`config.mk`:
```
export PLATFORM = sky130hd
export DESIGN_NAME = lbas_ctrl
export DESIGN_NICKNAME = d
export VERILOG_FILES = /design/src/rtl/lbas_pkg.sv /design/src/rtl/lbas_ctrl.sv
export SDC_FILE = /design/constraint.sdc
export NUM_CORES = 1
export LEC_CHECK = 0
export BUFFER_PORTS_ARGS = -buffer_cell sky130_fd_sc_hd__buf_2
export CAP_MARGIN = 20
export CORE_AREA = 5 5 42 44
export DETAILED_ROUTE_END_ITERATION = 8
export DIE_AREA = 0 0 47 49
export MAX_ROUTING_LAYER = met4
export PLACE_DENSITY = 0.58
export SYNTH_ARGS = -nofsm -noshare
export SYNTH_HDL_FRONTEND = slang
export SYNTH_SLANG_ARGS = --single-unit
```
`constraint.sdc`:
```
create_clock -name aclk -period 2.7 [get_ports aclk]
set_input_delay 0.27 -clock aclk [delete_from_list [all_inputs] [get_ports aclk]]
set_output_delay 0.27 -clock aclk [all_outputs]
set_load 0.05 [all_outputs]
```
`src/rtl/lbas_pkg.sv`:
```
`default_nettype none

package lbas_pkg;

    localparam int GRID_SIZE     = 8;
    localparam int GRID_W        = 3;
    localparam int CELL_TOTAL    = GRID_SIZE * GRID_SIZE;
    localparam int CELL_W        = 6;
    localparam int MAX_DIMENSION = 4096;
    localparam int DIM_W         = 13;
    localparam int POS_W         = 12;
    localparam int PIX_W         = 8;
    localparam int SUM_W         = 27;
    localparam int CNT_W         = 19;
    localparam int QUO_W         = 8;
    localparam int STEP_W        = 3;

    localparam logic [DIM_W-1:0] WIDTH_RESET  = DIM_W'(64);
    localparam logic [DIM_W-1:0] HEIGHT_RESET = DIM_W'(64);

    // configuration register indexes
    localparam logic CFG_WIDTH  = 1'b0;
    localparam logic CFG_HEIGHT = 1'b1;

    typedef struct packed {
        logic [SUM_W-1:0] sum;
        logic [CNT_W-1:0] count;
    } cell_entry_t;

    typedef struct packed {
        logic load_pixel;
        logic calc_luma;
        logic calc_weight;
        logic mem_read;
        logic read_drain;
        logic mem_write;
        logic step_cell;
        logic drain_start;
        logic div_start;
        logic div_step;
        logic out_load;
        logic drain_next;
        logic clear_frame;
    } dp_cmd_t;

    typedef struct packed {
        logic cells_done;
        logic frame_end;
        logic div_last;
        logic out_free;
        logic drain_last;
    } dp_sts_t;

    // zero counts as one, anything above the maximum saturates
    function automatic logic [DIM_W-1:0] effective_dim(input logic [DIM_W-1:0] v);
        logic [DIM_W-1:0] d;
        d = v;
        if (v == '0) begin
            d = DIM_W'(1);
        end else if (v > DIM_W'(MAX_DIMENSION)) begin
            d = DIM_W'(MAX_DIMENSION);
        end
        return d;
    endfunction

    // one bit per grid column (or row) whose span holds pos
    function automatic logic [GRID_SIZE-1:0] span_mask(input logic [POS_W-1:0] pos,
                                                       input logic [DIM_W-1:0] dim);
        logic [DIM_W+GRID_W:0]  prod;
        logic [DIM_W-1:0]       lo [GRID_SIZE+1];
        logic [DIM_W-1:0]       hi;
        logic [GRID_SIZE-1:0]   mask;
        for (int g = 0; g <= GRID_SIZE; g++) begin
            prod  = (DIM_W+GRID_W+1)'(g) * (DIM_W+GRID_W+1)'(dim);
            lo[g] = DIM_W'(prod >> GRID_W);
        end
        for (int g = 0; g < GRID_SIZE; g++) begin
            hi = lo[g+1];
            if (hi < lo[g] + DIM_W'(1)) begin
                hi = lo[g] + DIM_W'(1);
            end
            if (hi > dim) begin
                hi = dim;
            end
            mask[g] = (DIM_W'(pos) >= lo[g]) && (DIM_W'(pos) < hi);
        end
        return mask;
    endfunction

endpackage

`default_nettype wire

```
`src/rtl/lbas_ctrl.sv`:
```
`default_nettype none

module lbas_ctrl (
    input  wire logic             aclk,
    input  wire logic             aresetn,
    input  wire logic             s_valid,
    output logic                  s_ready,
    input  wire lbas_pkg::dp_sts_t sts,
    output lbas_pkg::dp_cmd_t     cmd
);

    localparam logic [3:0] ST_IDLE  = 4'd0;
    localparam logic [3:0] ST_LUMA  = 4'd1;
    localparam logic [3:0] ST_WGT   = 4'd2;
    localparam logic [3:0] ST_READ  = 4'd3;
    localparam logic [3:0] ST_WRITE = 4'd4;
    localparam logic [3:0] ST_DREAD = 4'd5;
    localparam logic [3:0] ST_DLOAD = 4'd6;
    localparam logic [3:0] ST_DIV   = 4'd7;
    localparam logic [3:0] ST_DOUT  = 4'd8;

    logic [3:0] state_reg;
    logic [3:0] state_next;

    always_ff @(posedge aclk) begin
        if (!aresetn) begin
            state_reg <= ST_IDLE;
        end else begin
            state_reg <= state_next;
        end
    end

    always_comb begin
        state_next = state_reg;
        cmd        = '0;
        s_ready    = 1'b0;
        case (state_reg)
            ST_IDLE: begin
                s_ready = 1'b1;
                if (s_valid) begin
                    cmd.load_pixel = 1'b1;
                    state_next     = ST_LUMA;
                end
            end
            ST_LUMA: begin
                cmd.calc_luma = 1'b1;
                state_next    = ST_WGT;
            end
            ST_WGT: begin
                cmd.calc_weight = 1'b1;
                state_next      = ST_READ;
            end
            ST_READ: begin
                cmd.mem_read = 1'b1;
                state_next   = ST_WRITE;
            end
            ST_WRITE: begin
                cmd.mem_write = 1'b1;
                cmd.step_cell = 1'b1;
                if (!sts.cells_done) begin
                    state_next = ST_READ;
                end else if (sts.frame_end) begin
                    cmd.drain_start = 1'b1;
                    state_next      = ST_DREAD;
                end else begin
                    state_next = ST_IDLE;
                end
            end
            ST_DREAD: begin
                cmd.mem_read   = 1'b1;
                cmd.read_drain = 1'b1;
                state_next     = ST_DLOAD;
            end
            ST_DLOAD: begin
                cmd.div_start = 1'b1;
                state_next    = ST_DIV;
            end
            ST_DIV: begin
                cmd.div_step = 1'b1;
                if (sts.div_last) begin
                    state_next = ST_DOUT;
                end
            end
            ST_DOUT: begin
                if (sts.out_free) begin
                    cmd.out_load = 1'b1;
                    if (sts.drain_last) begin
                        cmd.clear_frame = 1'b1;
                        state_next      = ST_IDLE;
                    end else begin
                        cmd.drain_next = 1'b1;
                        state_next     = ST_DREAD;
                    end
                end
            end
            default: begin
                state_next = ST_IDLE;
            end
        endcase
    end

endmodule

`default_nettype wire

```
==> results by group <==
Global route
  • Vias in the first global route: around 360
  • Gr usage total: 0.0902
  • Antenna violations before repair: 0
  • Grt total ovfl: 0
  • Global-route wire length before repair: between 1500 and 2000 um
  • Pin count of the biggest net entering global routing: 15

Timing
  • Max Freq: between 500 and 600 MHz
  • Final Slew Violations: 0
  • Setup Skew: 0.00402 ns
  • Worst slew margin: 0.686
  • RSZ-0062 raised after global routing: false
  • Setup TNS: 0 ns
  • Worst Tran Pin Value: ~0.47 ns
  • Final setup fails: 0
  • Post-layout minimum cycle time: around 2.0 ns
  • Tcrit/Tclk final: 0.739
  • Hold slack final: 0.293 ns
  • Final-report hold violation count: 0

Clock network
  • Clock Sinks: 4
  • Cts repair resizes: 0
  • # H-tree levels: 1
  • Cts bufs inserted: 3
  • Clk pin slew, worst setup/hold paths: roughly 0.04 ns
  • Clock Latency Late Sink: between 0.2 and 0.25 ns
  • CTS Buffer Depth: 2
  • Cts hold-fix bufs: 0
  • CTS tree: built
  • Clock root buffer: clkbuf_4
  • Post-CTS Setup Bufs: 0

Setup path
  • Worst path required time: roughly 2.4 ns
  • Worst-path fanout max: 13
  • Worst-path cell chain: or3_4 > nor3_2 > and2_1 > buf_2
  • Reg-to-Reg End: state_reg[0]
  • Critical path buffers and inverters: 1
  • Reg2reg start: state_reg[1]
  • Crit path launch type: register
  • Slowest CP cell: or3_4
  • Worst Path Arrival: about 1.7 ns
  • Slowest Stage Delay on Critical Path: about 0.47 ns
  • Crit path kind: reg -> out
  • R2R Setup Slk: approximately 1.3 ns
  • Crit. End Element: primary output
  • Reg2reg path depth: 4
  • CP top delay family: simple AND/OR/NAND/NOR gates

Power and ir drop
  • Net Sw Frac: 0.544
  • Sequential Power Share: 0.258
  • Switch Pwr: around 260 uW
  • Static Leak: about 0.24 nW
  • Design internal power: between 200 and 250 uW
  • Comb pwr share: 0.585
  • PD cells: 921 nW/um2
  • Design Power: 472 uW
  • Peak VDD IR: ~420 uV
  • Clock power frac: 0.158

Job
  • Maxcap violations: 0

Min path
  • Hold path cells: 3
  • Hold EP: state_reg[2]
  • Hold crit path type: in -> reg
  • Hold path start: aresetn

Run status
  • Status: finished clean

Drt
  • Vias per cell: 4.97
  • Total number of vias: 432
  • Routed length per instance: ~11 um
  • Final antenna-violating net count: 0
  • Drt initial violations: 4
  • DRC violations left: 0
  • Final Routed Wirelength: around 980 um
  • DRT Pass-1 Iters: 3

Die
  • Initial Utilization: 0.276
  • Core Rows: 14
  • I/O pin count: 22
  • Die Height: 49 um
  • Die area: around 2300 um2
  • Die Wd: approximately 47 um
  • Core area: ~1400 um2

Synth
  • Post-synth top cells: buf_2 (4), dfxtp_1 (4), nand2_1 (4), nor3_1 (4)
  • Mapped Area: around 390 um2
  • Warnings, synthesis: 0
  • #FFs+latches synth: 4
  • Syn nets: 60
  • Yosys top cell area share: 0.207
  • Netlist cell types: 30
  • Post-Synthesis Cells: between 50 and 60
  • Number of synthesized flops with an enable pin: 0
  • Syn_area_per_cell: 7.44 um2
  • Ys async rst share: 0
  • Cell accounting for the most synthesized area: dfxtp_1
  • Top area cells in the synthesized netlist: dfxtp_1 (21%), buf_2 (5.2%), nor3_1 (5.2%)
  • Synth Flop Type: dfxtp_1
  • Register area share after synthesis: 0.207

Placement
  • PortBufs: 21
  • DP Wirelength: roughly 770 um
  • Dpl cells: 84
  • Final GP Congestion: 0.776

Cells and area
  • Max reg flops: 4
  • Share of layout cells above drive strength 1: 0.408
  • Final cell count without fillers: 87
  • Layout Nets: a little over 80
  • Antenna diodes: 0
  • Layout area overhead: 32.7%
[metal layers]
metal | vias up | GRT usage | wire length, um
met2 | 15 | 0.111 | 431
li1 | 225 | - | -
met1 | 192 | 0.140 | 469
met5 | - | - | 0
met4 | 0 | 0.0276 | 0
met3 | 0 | 0.0221 | 77
[worst register-to-register path, cell delays in order, from the launching register on]
cell and delay, ns:
dfxtp_1 0.43, or3_4 0.47, o22ai_1 0.23, o21ai_1 0.11, a21boi_1 0.14
[power by group through the flow]
stage	registers, mW	logic [mW]	clock network [mW]
floorplan	0.0868	0.267	0
CTS	0.121	0.278	0.0771
global placement	0.121	0.280	0
global route	0.129	0.296	0.0833
detailed placement	0.122	0.277	0
finish	0.122	0.276	0.0745
[how the worst max path moves through the flow]
stage / from / endpoint / slack [ns] / cells past startpoint
2_1_floorplan: state_reg[0] / cmd[11] / 0.21 / 2
3_3_place_gp: state_reg[1] / cmd[1] / 0.99 / 4
3_5_place_dp: state_reg[1] / cmd[1] / 0.95 / 4
4_1_cts: state_reg[1] / cmd[1] / 0.70 / 4
5_1_grt: state_reg[2] / cmd[5] / 0.61 / 3
6_report: state_reg[1] / cmd[1] / 0.71 / 4
[per-stage QoR]
stage	cell area [um2]	setup slack, ns	utilization
finish	513	0.706	0.366
global placement	490	0.992	0.350
detailed placement	490	0.952	0.350
floorplan	393	0.208	-
CTS	513	0.697	0.366
global route	513	0.606	0.366
[area by class of cell]
class                      count  area, um2
timing repair buffer          21        105
fill                         153        888
tap                           16       20.0
sequential                     4       80.1
multi-input combinational     41        278
inverter                       2       7.51
clock buffer                   3       22.5
[kinds of logic after synthesis]
| kind of cell | share of synthesized area |
|---|---|
| buf+inv | 0.0906 |
| compound gates | 0.181 |
| simple gates | 0.476 |
| xor+xnor | 0.0453 |
| flops | 0.207 |
[placed cells by master (no fill, tap or decap)]
cell type | synthesis | layout
nor3_2 | 1 | 1
nor4b_1 | 1 | 1
nor4bb_1 | 1 | 1
xor2_1 | 1 | 1
o311ai_0 | 1 | 1
nor3b_2 | 1 | 1
nor4_2 | 0 | 1
a21boi_0 | 1 | 1
and2_1 | 3 | 3
nand2_1 | 4 | 4
nor4_1 | 2 | 1
buf_2 | 4 | 21
clkbuf_4 | 0 | 3
nor2b_1 | 2 | 2
or3_4 | 1 | 1
a21oi_1 | 3 | 3
nor4b_2 | 1 | 1
o21ai_1 | 1 | 1
a211oi_1 | 1 | 1
o21a_1 | 1 | 1
nor2_1 | 3 | 3
o21ai_0 | 1 | 1
a21boi_1 | 1 | 1
xnor2_1 | 1 | 1
o22ai_1 | 1 | 1
nand2b_1 | 1 | 1
dfxtp_1 | 4 | 4
nor3b_1 | 1 | 1
nor3_1 | 4 | 4
and3_1 | 2 | 2
inv_1 | 2 | 2
Power figures use the tool's default switching activity.
